`config.mk`:
```
export PLATFORM = sky130hd
export DESIGN_NAME = multi_channel_heartbeat_watchdog_core
export DESIGN_NICKNAME = d
export VERILOG_FILES = /design/src/rtl/core/mchw_pkg.sv /design/src/rtl/core/mchw_ram.sv /design/src/rtl/core/mchw_age_cmp.sv /design/src/rtl/core/multi_channel_heartbeat_watchdog_core.sv
export SDC_FILE = /design/constraint.sdc
export NUM_CORES = 2
export LEC_CHECK = 0
export BUFFER_PORTS_ARGS = -buffer_cell sky130_fd_sc_hd__buf_2
export CORE_MARGIN = 4
export CORE_UTILIZATION = 57
export DETAILED_ROUTE_END_ITERATION = 10
export GPL_ROUTABILITY_DRIVEN = 0
export PLACE_DENSITY = 0.81
export SLEW_MARGIN = 40
export SYNTH_ARGS = -nofsm -noshare
export SYNTH_HDL_FRONTEND = slang
export SYNTH_HIERARCHICAL = 1
export SYNTH_SLANG_ARGS = --single-unit
```
`constraint.sdc`:
```
create_clock -name clk_i -period 6.8 [get_ports clk_i]
set_input_delay 1.36 -clock clk_i [delete_from_list [all_inputs] [get_ports clk_i]]
set_output_delay 1.36 -clock clk_i [all_outputs]
set_load 0.005 [all_outputs]
```
`src/rtl/core/mchw_pkg.sv`:
```
`default_nettype none

package mchw_pkg;

  // Channel count and derived index width
  localparam int unsigned CHANNELS = 16;
  localparam int unsigned CH_W     = (CHANNELS > 1) ? $clog2(CHANNELS) : 1;

  localparam logic [31:0] DEFAULT_LIMIT = 32'd100;

  // Action codes
  typedef enum logic [2:0] {
    ACT_TICK    = 3'd0,
    ACT_ENABLE  = 3'd1,
    ACT_DISABLE = 3'd2,
    ACT_HB_NOW  = 3'd3,
    ACT_HB_SET  = 3'd4,
    ACT_CHECK   = 3'd5,
    ACT_REFRESH = 3'd6
  } act_e;

  // Reported channel status
  typedef enum logic [1:0] {
    STAT_ONLINE   = 2'd0,
    STAT_OFFLINE  = 2'd1,
    STAT_DISABLED = 2'd2
  } status_e;

  // Controller states
  typedef enum logic [1:0] {
    ST_IDLE,
    ST_ACCESS,
    ST_SCAN
  } state_e;

  // One channel entry in the channel RAM
  typedef struct packed {
    logic [31:0] limit;
    logic [31:0] last_hb;
  } ent_t;

  localparam int unsigned ENT_W = $bits(ent_t);

  localparam ent_t ENT_RESET = '{limit: DEFAULT_LIMIT, last_hb: 32'd0};

endpackage

`default_nettype wire

```
`src/rtl/core/mchw_ram.sv`:
```
`default_nettype none

module mchw_ram #(
  parameter int unsigned WIDTH = 8,
  parameter int unsigned DEPTH = 16,
  localparam int unsigned AW   = (DEPTH > 1) ? $clog2(DEPTH) : 1
) (
  input  wire logic             clk_i,
  input  wire logic             we_i,
  input  wire logic [AW-1:0]    waddr_i,
  input  wire logic [WIDTH-1:0] wdata_i,
  input  wire logic             re_i,
  input  wire logic [AW-1:0]    raddr_i,
  output logic      [WIDTH-1:0] rdata_o
);

  logic [WIDTH-1:0] mem [DEPTH];

  // Single write port, registered read port
  always_ff @(posedge clk_i) begin
    if (we_i) begin
      mem[waddr_i] <= wdata_i;
    end
    if (re_i) begin
      rdata_o <= mem[raddr_i];
    end
  end

endmodule

`default_nettype wire

```
`src/rtl/core/mchw_age_cmp.sv`:
```
`default_nettype none

module mchw_age_cmp
  import mchw_pkg::*;
(
  input  wire logic [31:0] now_i,
  input  wire ent_t        ent_i,
  output logic             offline_o
);

  logic [31:0] age;

  // Age wraps modulo 2^32; offline when strictly above the limit
  assign age       = now_i - ent_i.last_hb;
  assign offline_o = (age > ent_i.limit);

endmodule

`default_nettype wire

```
`src/rtl/core/multi_channel_heartbeat_watchdog_core.sv`:
```
`default_nettype none

// Per-channel heartbeat watchdog. A command is taken on a clock edge with start high and
// busy low; exactly one result follows, shown for one cycle with result_valid_o, and the
// receiver cannot hold it off. Tick, disable, unused codes and commands to a channel that
// does not exist finish from idle. Enable, heartbeat, set-heartbeat and check pass through
// the access state: one read of the channel RAM, then compare and write-back. Refresh-all
// walks the channel RAM one entry per cycle through the single age comparator in the scan
// state. The result strobe is registered from the final step, and busy is already low
// then. Threshold and heartbeat time live in the channel RAM; a per-entry written bit makes
// unwritten entries read as their reset values, so no clearing pass is needed after reset.
module multi_channel_heartbeat_watchdog_core
  import mchw_pkg::*;
(
  input  wire logic        clk_i,
  input  wire logic        rst_ni,
  input  wire logic        start,
  output logic             busy,
  input  wire logic [2:0]  action_i,
  input  wire logic [3:0]  device_i,
  input  wire logic [31:0] value_i,
  output logic             result_valid_o,
  output logic [3:0]       device_echo_o,
  output logic [1:0]       status_o,
  output logic [15:0]      offline_map_o
);

  state_e               state_q, state_d;
  act_e                 act_q, act_d;
  logic [3:0]           dev_q, dev_d;
  logic [31:0]          val_q, val_d;
  logic [31:0]          time_q, time_d;
  logic [CHANNELS-1:0]  en_q, en_d;
  logic [CHANNELS-1:0]  off_q, off_d;
  logic [CHANNELS-1:0]  wv_q, wv_d;
  logic [CH_W-1:0]      scan_q, scan_d;

  logic                 res_vld_q;
  logic [3:0]           res_dev_q;
  status_e              res_stat_q, res_stat_d;
  logic [15:0]          res_map_q;

  logic                 ram_re, ram_we;
  logic [CH_W-1:0]      ram_raddr, ram_waddr;
  ent_t                 ram_wdata, ram_rdata;

  logic [CH_W-1:0]      in_idx, dev_idx, ent_idx, fin_idx;
  logic                 in_ok, fin_ok, fin;
  logic [3:0]           fin_dev;
  ent_t                 ent;
  logic                 eval_off;

  assign in_idx  = CH_W'(device_i);
  assign in_ok   = (32'(device_i) < 32'(CHANNELS));
  assign dev_idx = CH_W'(dev_q);

  // Channel RAM: limit and last heartbeat per channel
  mchw_ram #(
    .WIDTH (ENT_W),
    .DEPTH (CHANNELS)
  ) u_ram (
    .clk_i   (clk_i),
    .we_i    (ram_we),
    .waddr_i (ram_waddr),
    .wdata_i (ram_wdata),
    .re_i    (ram_re),
    .raddr_i (ram_raddr),
    .rdata_o (ram_rdata)
  );

  // Entry under work; never-written entries read as reset values
  assign ent_idx = (state_q == ST_SCAN) ? scan_q : dev_idx;
  assign ent     = wv_q[ent_idx] ? ram_rdata : ENT_RESET;

  mchw_age_cmp u_age_cmp (
    .now_i     (time_q),
    .ent_i     (ent),
    .offline_o (eval_off)
  );

  assign ram_waddr = dev_idx;

  // Next state and datapath control
  always_comb begin
    state_d   = state_q;
    act_d     = act_q;
    dev_d     = dev_q;
    val_d     = val_q;
    time_d    = time_q;
    en_d      = en_q;
    off_d     = off_q;
    wv_d      = wv_q;
    scan_d    = scan_q;
    ram_re    = 1'b0;
    ram_raddr = in_idx;
    ram_we    = 1'b0;
    ram_wdata = ent;
    fin       = 1'b0;
    fin_dev   = dev_q;

    unique case (state_q)
      ST_IDLE: begin
        if (start) begin
          act_d   = act_e'(action_i);
          dev_d   = device_i;
          val_d   = value_i;
          fin_dev = device_i;
          unique case (act_e'(action_i))
            ACT_TICK: begin
              time_d = time_q + 32'd1;
              fin    = 1'b1;
            end
            ACT_DISABLE: begin
              if (in_ok) begin
                en_d[in_idx] = 1'b0;
              end
              fin = 1'b1;
            end
            ACT_ENABLE, ACT_HB_NOW, ACT_HB_SET, ACT_CHECK: begin
              if (in_ok) begin
                ram_re  = 1'b1;
                state_d = ST_ACCESS;
              end else begin
                fin = 1'b1;
              end
            end
            ACT_REFRESH: begin
              ram_re    = 1'b1;
              ram_raddr = '0;
              scan_d    = '0;
              state_d   = ST_SCAN;
            end
            default: begin
              fin = 1'b1;
            end
          endcase
        end
      end

      // Read data is back: modify and write the entry, or evaluate it for a check
      ST_ACCESS: begin
        unique case (act_q)
          ACT_ENABLE: begin
            en_d[dev_idx]   = 1'b1;
            wv_d[dev_idx]   = 1'b1;
            ram_we          = 1'b1;
            ram_wdata.limit = val_q;
          end
          ACT_HB_NOW: begin
            wv_d[dev_idx]     = 1'b1;
            ram_we            = 1'b1;
            ram_wdata.last_hb = time_q;
          end
          ACT_HB_SET: begin
            wv_d[dev_idx]     = 1'b1;
            ram_we            = 1'b1;
            ram_wdata.last_hb = val_q;
          end
          ACT_CHECK: begin
            if (en_q[dev_idx]) begin
              off_d[dev_idx] = eval_off;
            end
          end
          default: begin
          end
        endcase
        fin     = 1'b1;
        state_d = ST_IDLE;
      end

      // Walk all channels; read of the next entry overlaps evaluation of this one
      ST_SCAN: begin
        if (en_q[scan_q]) begin
          off_d[scan_q] = eval_off;
        end
        if (scan_q == CH_W'(CHANNELS - 1)) begin
          fin     = 1'b1;
          state_d = ST_IDLE;
        end else begin
          scan_d    = scan_q + CH_W'(1);
          ram_re    = 1'b1;
          ram_raddr = scan_q + CH_W'(1);
        end
      end

      default: begin
        state_d = ST_IDLE;
      end
    endcase
  end

  // Status of the addressed channel after this command
  assign fin_idx = CH_W'(fin_dev);
  assign fin_ok  = (32'(fin_dev) < 32'(CHANNELS));

  always_comb begin
    if (!fin_ok) begin
      res_stat_d = STAT_DISABLED;
    end else if (!en_d[fin_idx]) begin
      res_stat_d = STAT_DISABLED;
    end else if (off_d[fin_idx]) begin
      res_stat_d = STAT_OFFLINE;
    end else begin
      res_stat_d = STAT_ONLINE;
    end
  end

  // Control and channel flag registers
  always_ff @(posedge clk_i or negedge rst_ni) begin
    if (!rst_ni) begin
      state_q   <= ST_IDLE;
      time_q    <= '0;
      en_q      <= '0;
      off_q     <= '1;
      wv_q      <= '0;
      scan_q    <= '0;
      res_vld_q <= 1'b0;
    end else begin
      state_q   <= state_d;
      time_q    <= time_d;
      en_q      <= en_d;
      off_q     <= off_d;
      wv_q      <= wv_d;
      scan_q    <= scan_d;
      res_vld_q <= fin;
    end
  end

  // Command and result payload
  always_ff @(posedge clk_i) begin
    act_q <= act_d;
    dev_q <= dev_d;
    val_q <= val_d;
    if (fin) begin
      res_dev_q  <= fin_dev;
      res_stat_q <= res_stat_d;
      res_map_q  <= 16'(off_d);
    end
  end

  assign busy           = (state_q != ST_IDLE);
  assign result_valid_o = res_vld_q;
  assign device_echo_o  = res_dev_q;
  assign status_o       = res_stat_q;
  assign offline_map_o  = res_map_q;

`ifndef SYNTHESIS
  // A channel access always ends with a result in the next cycle
  a_access_result: assert property (@(posedge clk_i) disable iff (!rst_ni)
    (state_q == ST_ACCESS) |=> result_valid_o)
    else $error("channel access did not produce a result");

  // Time only moves on an accepted tick
  a_time_tick: assert property (@(posedge clk_i) disable iff (!rst_ni)
    !$stable(time_q) |-> $past(state_q == ST_IDLE && start && action_i == ACT_TICK))
    else $error("time counter changed without a tick");

  // Offline flags only change while a check or refresh is evaluated
  a_off_eval: assert property (@(posedge clk_i) disable iff (!rst_ni)
    !$stable(off_q) |-> $past(state_q == ST_ACCESS || state_q == ST_SCAN))
    else $error("offline flags changed outside evaluation");

  // A refresh scan entered from idle always starts at channel zero
  a_scan_start: assert property (@(posedge clk_i) disable iff (!rst_ni)
    (state_q == ST_IDLE && start && action_i == ACT_REFRESH) |=> (scan_q == '0))
    else $error("refresh scan did not start at channel zero");
`endif

endmodule

`default_nettype wire

```
# Word-level counts from Yosys, hierarchy flattened
# Memories as Yosys holds them, arrays and structs flattened. A register that Yosys moved wholly into a read port is not among the register bits.
# Cells that the tools add are included.
[word_totals]
reg_bits = 148
out_inout_bits = 24
mem_count = 1
in_bits = 42
word_cells = 121
ramBits = 1024
[memory_table]
columns = ["name", "depth", "word_bits", "read_ports", "rd_clocked_by_memory_dff", "write_ports", "line_no", "rtl"]
rows = [
  ["u_ram.mem", 16, 64, 1, 1, 1, "mchw_ram.sv:17", "logic [WIDTH-1:0] mem [DEPTH];"],
]
[op_classes]
reduce_logical = 15
mux = 58
eq_ne = 18
bitwise = 4
n_addsub = 3
magnitude_cmp = 9
[op_table]
columns = ["op", "n"]
rows = [
  ["$mux W64", 2],
  ["$mux W16", 6],
  ["$pmux W16 S2", 2],
  ["$pmux W32 S2", 1],
  ["$mux W4", 9],
  ["$add A32 B1 Y32 const B", 1],
  ["$bwmux W16", 2],
  ["$gt A32 B32 Y1", 1],
  ["$mux W32", 1],
  ["$or A16 B16 Y16", 2],
  ["$sub A32 B32 Y32", 1],
  ["$lt A4 B5 Y1 const B", 5],
  ["$bmux W1 S4", 5],
  ["$mux W1", 19],
  ["$and A16 B16 Y16", 1],
  ["$not A16 Y16", 1],
  ["$pmux W4 S2", 2],
  ["$eq A3 B3 Y1 const B", 5],
  ["$demux W1 S4", 3],
  ["$ge A4 B1 Y1 const B", 3],
  ["$eq A3 B2 Y1 const B", 3],
  ["$pmux W2 S2", 2],
  ["$eq A3 B1 Y1 const B", 2],
  ["$reduce_and A3 Y1", 2],
  ["other kinds (19)", 26],
]

# Longest topological paths before layout
[depth]
depth_word = 14
ltp_mapped = 35
mapped_depth_nobuf = 33

# By module
# The synthesis kept the hierarchy.
[by_module_without_submodules]
columns = ["module", "area_per_inst_um2", "cells_per_inst", "instances", "seq_area_each_um2"]
rows = [
  ["mchw_ram", 40222.3, 1647, 1, 32671.3],
  ["multi_channel_heartbeat_watchdog_core", 8887.3, 844, 1, 3988.8],
  ["mchw_age_cmp", 2678.8, 388, 1, 0.0],
]

# Least setup slack after synthesis
# OpenSTA, ideal clock, no wires.
[synth_path]
path_type = "register to register"
startpoint = "reg state_q[1]"
endpoint = "mem u_ram/mem[0][0] in the netlist's numbering, enable pin"
path_stages_with_launch = 10
t_required_ns = 6.235
path_buffers = 3
t_arrival_ns = 6.725
setup_ns = 0.565
slack_ns = -0.490
period_less_slack_ns = 7.290
path_cell_list = "dfrtp_1 > inv_1 > ha_1 > clkbuf_1 > clkbuf_1 > o21ai_0 > inv_1 > clkbuf_1 > or3b_2 > nor3_1"
[synth_via]
elab_chain_cells = 4
[synth_rtl]
columns = ["item", "line_no", "rtl"]
rows = [
  ["from (decl)", "multi_channel_heartbeat_watchdog_core.sv:28", "state_e state_q, state_d;"],
  ["from (signal assigned)", "multi_channel_heartbeat_watchdog_core.sv:219", "state_q <= state_d;"],
  ["$eq A2 B1 Y1", "multi_channel_heartbeat_watchdog_core.sv:101", "unique case (state_q)"],
  ["$mux W1", "multi_channel_heartbeat_watchdog_core.sv:101", ""],
  ["via ram_we", "multi_channel_heartbeat_watchdog_core.sv:43", "logic ram_re, ram_we;"],
  ["$mux W1", "mchw_ram.sv:21", "if (we_i) begin"],
  ["$mux W1 (implied by the code)", "mchw_ram.sv:22", "mem[waddr_i] <= wdata_i;"],
  ["to (decl)", "mchw_ram.sv:17", ""],
]
# The timed path passes the listed nets, and every way through them passes these cells.

==> impl_summary.log <==
[metrics] IR Drop Worst-Case VDD: 0.346 mV
[metrics] floorplan die area: 95700 µm²
[metrics] Worst Hold End: wv_q[5]$_DFFE_PN0P_
[metrics] post-route design area: 59800 µm²
[metrics] Cells after Synth: 2879
[metrics] Skew-Pair Late Insertion Delay: 0.70 ns
[metrics] flop2flop setup slack: -0.64 ns
[metrics] number of standard cells in the layout, taps in and fillers out: 4446
[metrics] number of endpoints with negative hold slack in the final report: 0
[metrics] cell area after synthesis: 51800 µm²
[metrics] per-cell routed wire length: 31.0 µm
[metrics] via count of the routed design: 30700
[metrics] placed wire-length estimate after detailed placement: 76000 µm
[metrics] highest achievable clock rate: 134 MHz
[metrics] worst r2r path cells: 35
[metrics] standard cell core area: 90000 µm²
[metrics] final setup violation count: 5
[metrics] status: complete, but fails checks
[metrics] path category of the worst min-delay check: flop to flop
[metrics] Residual DRC: 0
[metrics] Initial Util: 57.5%
[metrics] antenna violations before repair: 2
[metrics] pin slew with the least headroom to its limit: 0.947 ns
[metrics] number of unique standard cell types used by synthesis: 99
[metrics] max capacitance violation total: 0
[metrics] leakage: 20.5 nW
[metrics] launching element type of the critical path: flop
[metrics] TritonCTS clock tree: built
[metrics] yosys warns: 6
[metrics] mean cell area of the mapped netlist: 18.0 µm²
[metrics] Placement Rows: 110
[metrics] final antenna-violating net count: 0
[metrics] via count of the first global-routing pass: 31100
[metrics] area added between synthesis and finish: 15.4%
[metrics] unrepaired setup endpoints after global routing: true
[metrics] crit path capture type: flop
[metrics] Critical Setup Path Class: flop to flop
[metrics] final slew viol count: 0
[metrics] fraction of layout instances using a drive strength above 1: 30.0%
[metrics] Die Y-Extent: 309 µm
[metrics] fraction of the yosys area taken by sequential cells: 70.8%
[metrics] Worst EP arrival: 7.87 ns
[metrics] cell with the largest stage delay on the worst path: o41ai_1
[metrics] pin count of the biggest net entering global routing: 65
[metrics] post-synthesis net count: 2994
[metrics] placed standard-cell area: 55100 µm²
[metrics] Critical Path Max Stage Delay: 0.48 ns
[metrics] hold depth: 1
[metrics] first-pass GRT wire length: 203000 µm
[metrics] number of buffers created by CTS: 115
[metrics] cell at the root of the clock tree: clkbuf_16
[metrics] # port buffers: 65
[metrics] clock-pin slew on the worst setup and hold paths: 0.07 ns
[metrics] final setup margin: -0.638 ns
[metrics] Detailed Route Iter0 Violations: 4697
[metrics] sum of routed wire length over all layers: 138000 µm
[metrics] Top-Level Pins: 66
[metrics] total grt overflow: 0
[metrics] Sink Count: 1236
[metrics] final cycle utilization of the critical path: 109%
[metrics] final total negative setup slack: -0.890 ns
[metrics] overall power after layout: 28.4 mW
[metrics] crit-path max FO: 7
[metrics] dominant synthesized flop cell: edfxtp_1
[metrics] number of instances in the placed design: 4206
[metrics] maximum level of the CTS H-tree: 3
[metrics] Worst EP required: 7.23 ns
[metrics] horizontal die dimension: 309 µm
[metrics] number of fill cells in the layout: 5483
[metrics] share of async-settable or async-resettable flops after synthesis: 7.04%
[metrics] Hold-fix buffers, CTS: 0
[metrics] worst reg2reg endpoint: status_o[0]$_SDFFCE_PN0P_
[metrics] number of synthesized flops with an enable pin: 1145
[metrics] Power Density: 475 nW/µm²
[metrics] beginning of the worst hold path: wv_q[5]$_DFFE_PN0P_
[metrics] worst slack, placed: -0.824 ns
[metrics] most frequent CP cell: buf_4
[metrics] violations in the final reports: setup timing
[metrics] final critical path time including I/O delays and setup: 7.44 ns
[metrics] worst setup skew after layout: 0.0411 ns
[metrics] startpoint of the lowest-slack register-to-register path: state_q[0]$_DFFE_PN0P_
[metrics] iteration count of the initial detailed-routing pass: 7
[metrics] total track usage: 28.9%
[metrics] number of nets in the layout: 3284
[metrics] worst max-slew margin expressed relative to the limit: 35.1%
[metrics] Vias per Instance: 6.91
[metrics] number of flip-flops and latches in the synthesized netlist: 1236
[metrics] buffer levels on the longest clock path: 3
-- cell families (layout without fill, tap and decap cells) --
family	after synthesis	count (layout)	share of synthesized area (%)
adders and majority gates	73	73	1.78
muxes	326	326	12.8
AOI/OAI and AO/OA	481	481	6.62
other	0	1	0
xor gates and xnor gates	59	59	0.998
buffers and inverters	231	621	2.04
DFF	1236	1236	70.8
and+or+nand+nor	473	473	4.98
-- synthesized netlist by cell type, drive strengths merged, types with 26 or more instances --
master / number / share of area, %
dfrtp: 71 / 3.4
a21oi: 77 / 0.75
clkbuf: 84 / 0.61
nor2: 63 / 0.46
nand3: 42 / 0.41
ha: 72 / 1.7
mux2: 37 / 0.80
nand4: 26 / 0.33
a21o: 43 / 0.62
a22oi: 165 / 2.4
xnor2: 37 / 0.63
o2bb2ai: 34 / 0.58
edfxtp: 1145 / 66
mux4: 265 / 12
inv: 85 / 0.62
and2: 71 / 0.86
buf: 61 / 0.80
o21ai: 48 / 0.46
nand2: 141 / 1.0
-- state kept, by name, indices dropped and copies added (netlist names) --
| name | flops |
|---|---|
| result_valid_o | 1 |
| u_ram/mem | 1024 |
| val_q | 32 |
| u_ram/rdata_o | 64 |
| offline_map_o | 16 |
| state_q | 2 |
| status_o | 2 |
| act_q | 3 |
| wv_q | 16 |
| dev_idx | 4 |
| time_q | 32 |
| en_q | 16 |
| scan_q | 4 |
| off_q | 16 |
| device_echo_o | 4 |
-- worst max-delay path, delay by kind of cell (launching register included) --
family	cells	cell delay [ns]
AOI/OAI and AO/OA	12	2.78
muxes	2	0.43
xor gates and xnor gates	1	0.13
and+or+nand+nor	7	1.18
buffers and inverters	10	1.45
adders and majority gates	3	0.81
DFF	1	0.39
-- layout make-up --
class	instances	area, µm²	area share (%)
clock inverter	71	806	1.35
clock buffer	146	3100	5.18
antenna	1	2.50	0.00419
inverter	86	330	0.553
multi-input combinational	1412	14900	25.0
sequential	1236	36700	61.3
tap	1176	1470	2.46
timing repair buffer	318	2470	4.13
-- report_power, final --
group	leakage, nW	switching (mW)	total (mW)	internal, mW
clock network	1.89	2.84	6.65	3.81
logic	7.00	6.40	10.7	4.29
registers	11.6	0.343	11.1	10.7
-- how the worst max path moves through the flow --
stage,from,to,slack (ns),cells past startpoint
3_3_place_gp,state_q[0]$_DFFE_PN0P_,status_o[0]$_SDFFCE_PN0P_,-0.59,33
3_5_place_dp,state_q[0]$_DFFE_PN0P_,status_o[0]$_SDFFCE_PN0P_,-0.82,33
4_1_cts,state_q[0]$_DFFE_PN0P_,status_o[0]$_SDFFCE_PN0P_,-0.37,35
6_report,state_q[0]$_DFFE_PN0P_,status_o[0]$_SDFFCE_PN0P_,-0.64,35
5_1_grt,state_q[0]$_DFFE_PN0P_,status_o[0]$_SDFFCE_PN0P_,-0.87,33
2_1_floorplan,state_q[0]$_DFFE_PN0P_,status_o[0]$_SDFFCE_PN0P_,-0.16,34
-- metrics by stage --
stage                     hold slack (ns)  utilization (%)
after floorplan                     0.423                -
after global placement              0.436             61.1
after detailed placement            0.440             61.3
after CTS                           0.455             65.9
after global routing                0.483             66.4
final                               0.453             66.4
-- layout by cell type, fill, tap and decap left out, drive strengths merged, types with 9 or more instances in the layout --
| cell | Yosys | final |
|---|---|---|
| a31oi | 20 | 20 |
| edfxtp | 1145 | 1145 |
| nand2b | 14 | 14 |
| nand4 | 26 | 26 |
| xnor2 | 37 | 37 |
| dfstp | 16 | 16 |
| clkbuf | 84 | 146 |
| clkinv | 1 | 43 |
| mux2 | 37 | 37 |
| a21oi | 77 | 77 |
| and2 | 71 | 71 |
| nor2b | 21 | 21 |
| xor2 | 22 | 22 |
| a21o | 43 | 43 |
| mux4 | 265 | 265 |
| nor2 | 63 | 63 |
| inv | 85 | 91 |
| buf | 61 | 318 |
| ha | 72 | 72 |
| nand2 | 141 | 141 |
| nand3 | 42 | 42 |
| a22oi | 165 | 165 |
| mux2i | 24 | 24 |
| and3 | 23 | 23 |
| a211oi | 11 | 11 |
| o21a | 9 | 9 |
| o21ai | 48 | 48 |
| nor3 | 12 | 12 |
| o2bb2ai | 34 | 34 |
| dfrtp | 71 | 71 |
| bufinv | 0 | 15 |
-- per-layer routing --
metal | wire length, µm | vias to the layer above | GRT usage (%)
met4 | 6620 | 2 | 11.7
met1 | 48000 | 15400 | 39.7
met2 | 66200 | 2474 | 46.5
met5 | 18 | - | 0
met3 | 17000 | 517 | 5.69
li1 | - | 12300 | -
-- what timing repair did --
| action | 4_1_cts | 5_1_grt |
|---|---|---|
| setup endpoints to repair | 26 | 30 |
| cloned | 1 | 0 |
| pin swaps | 25 | 48 |
| gates resized for setup | 48 | 63 |
| setup buffers | 11 | 12 |
Power figures use the tool's default switching activity.
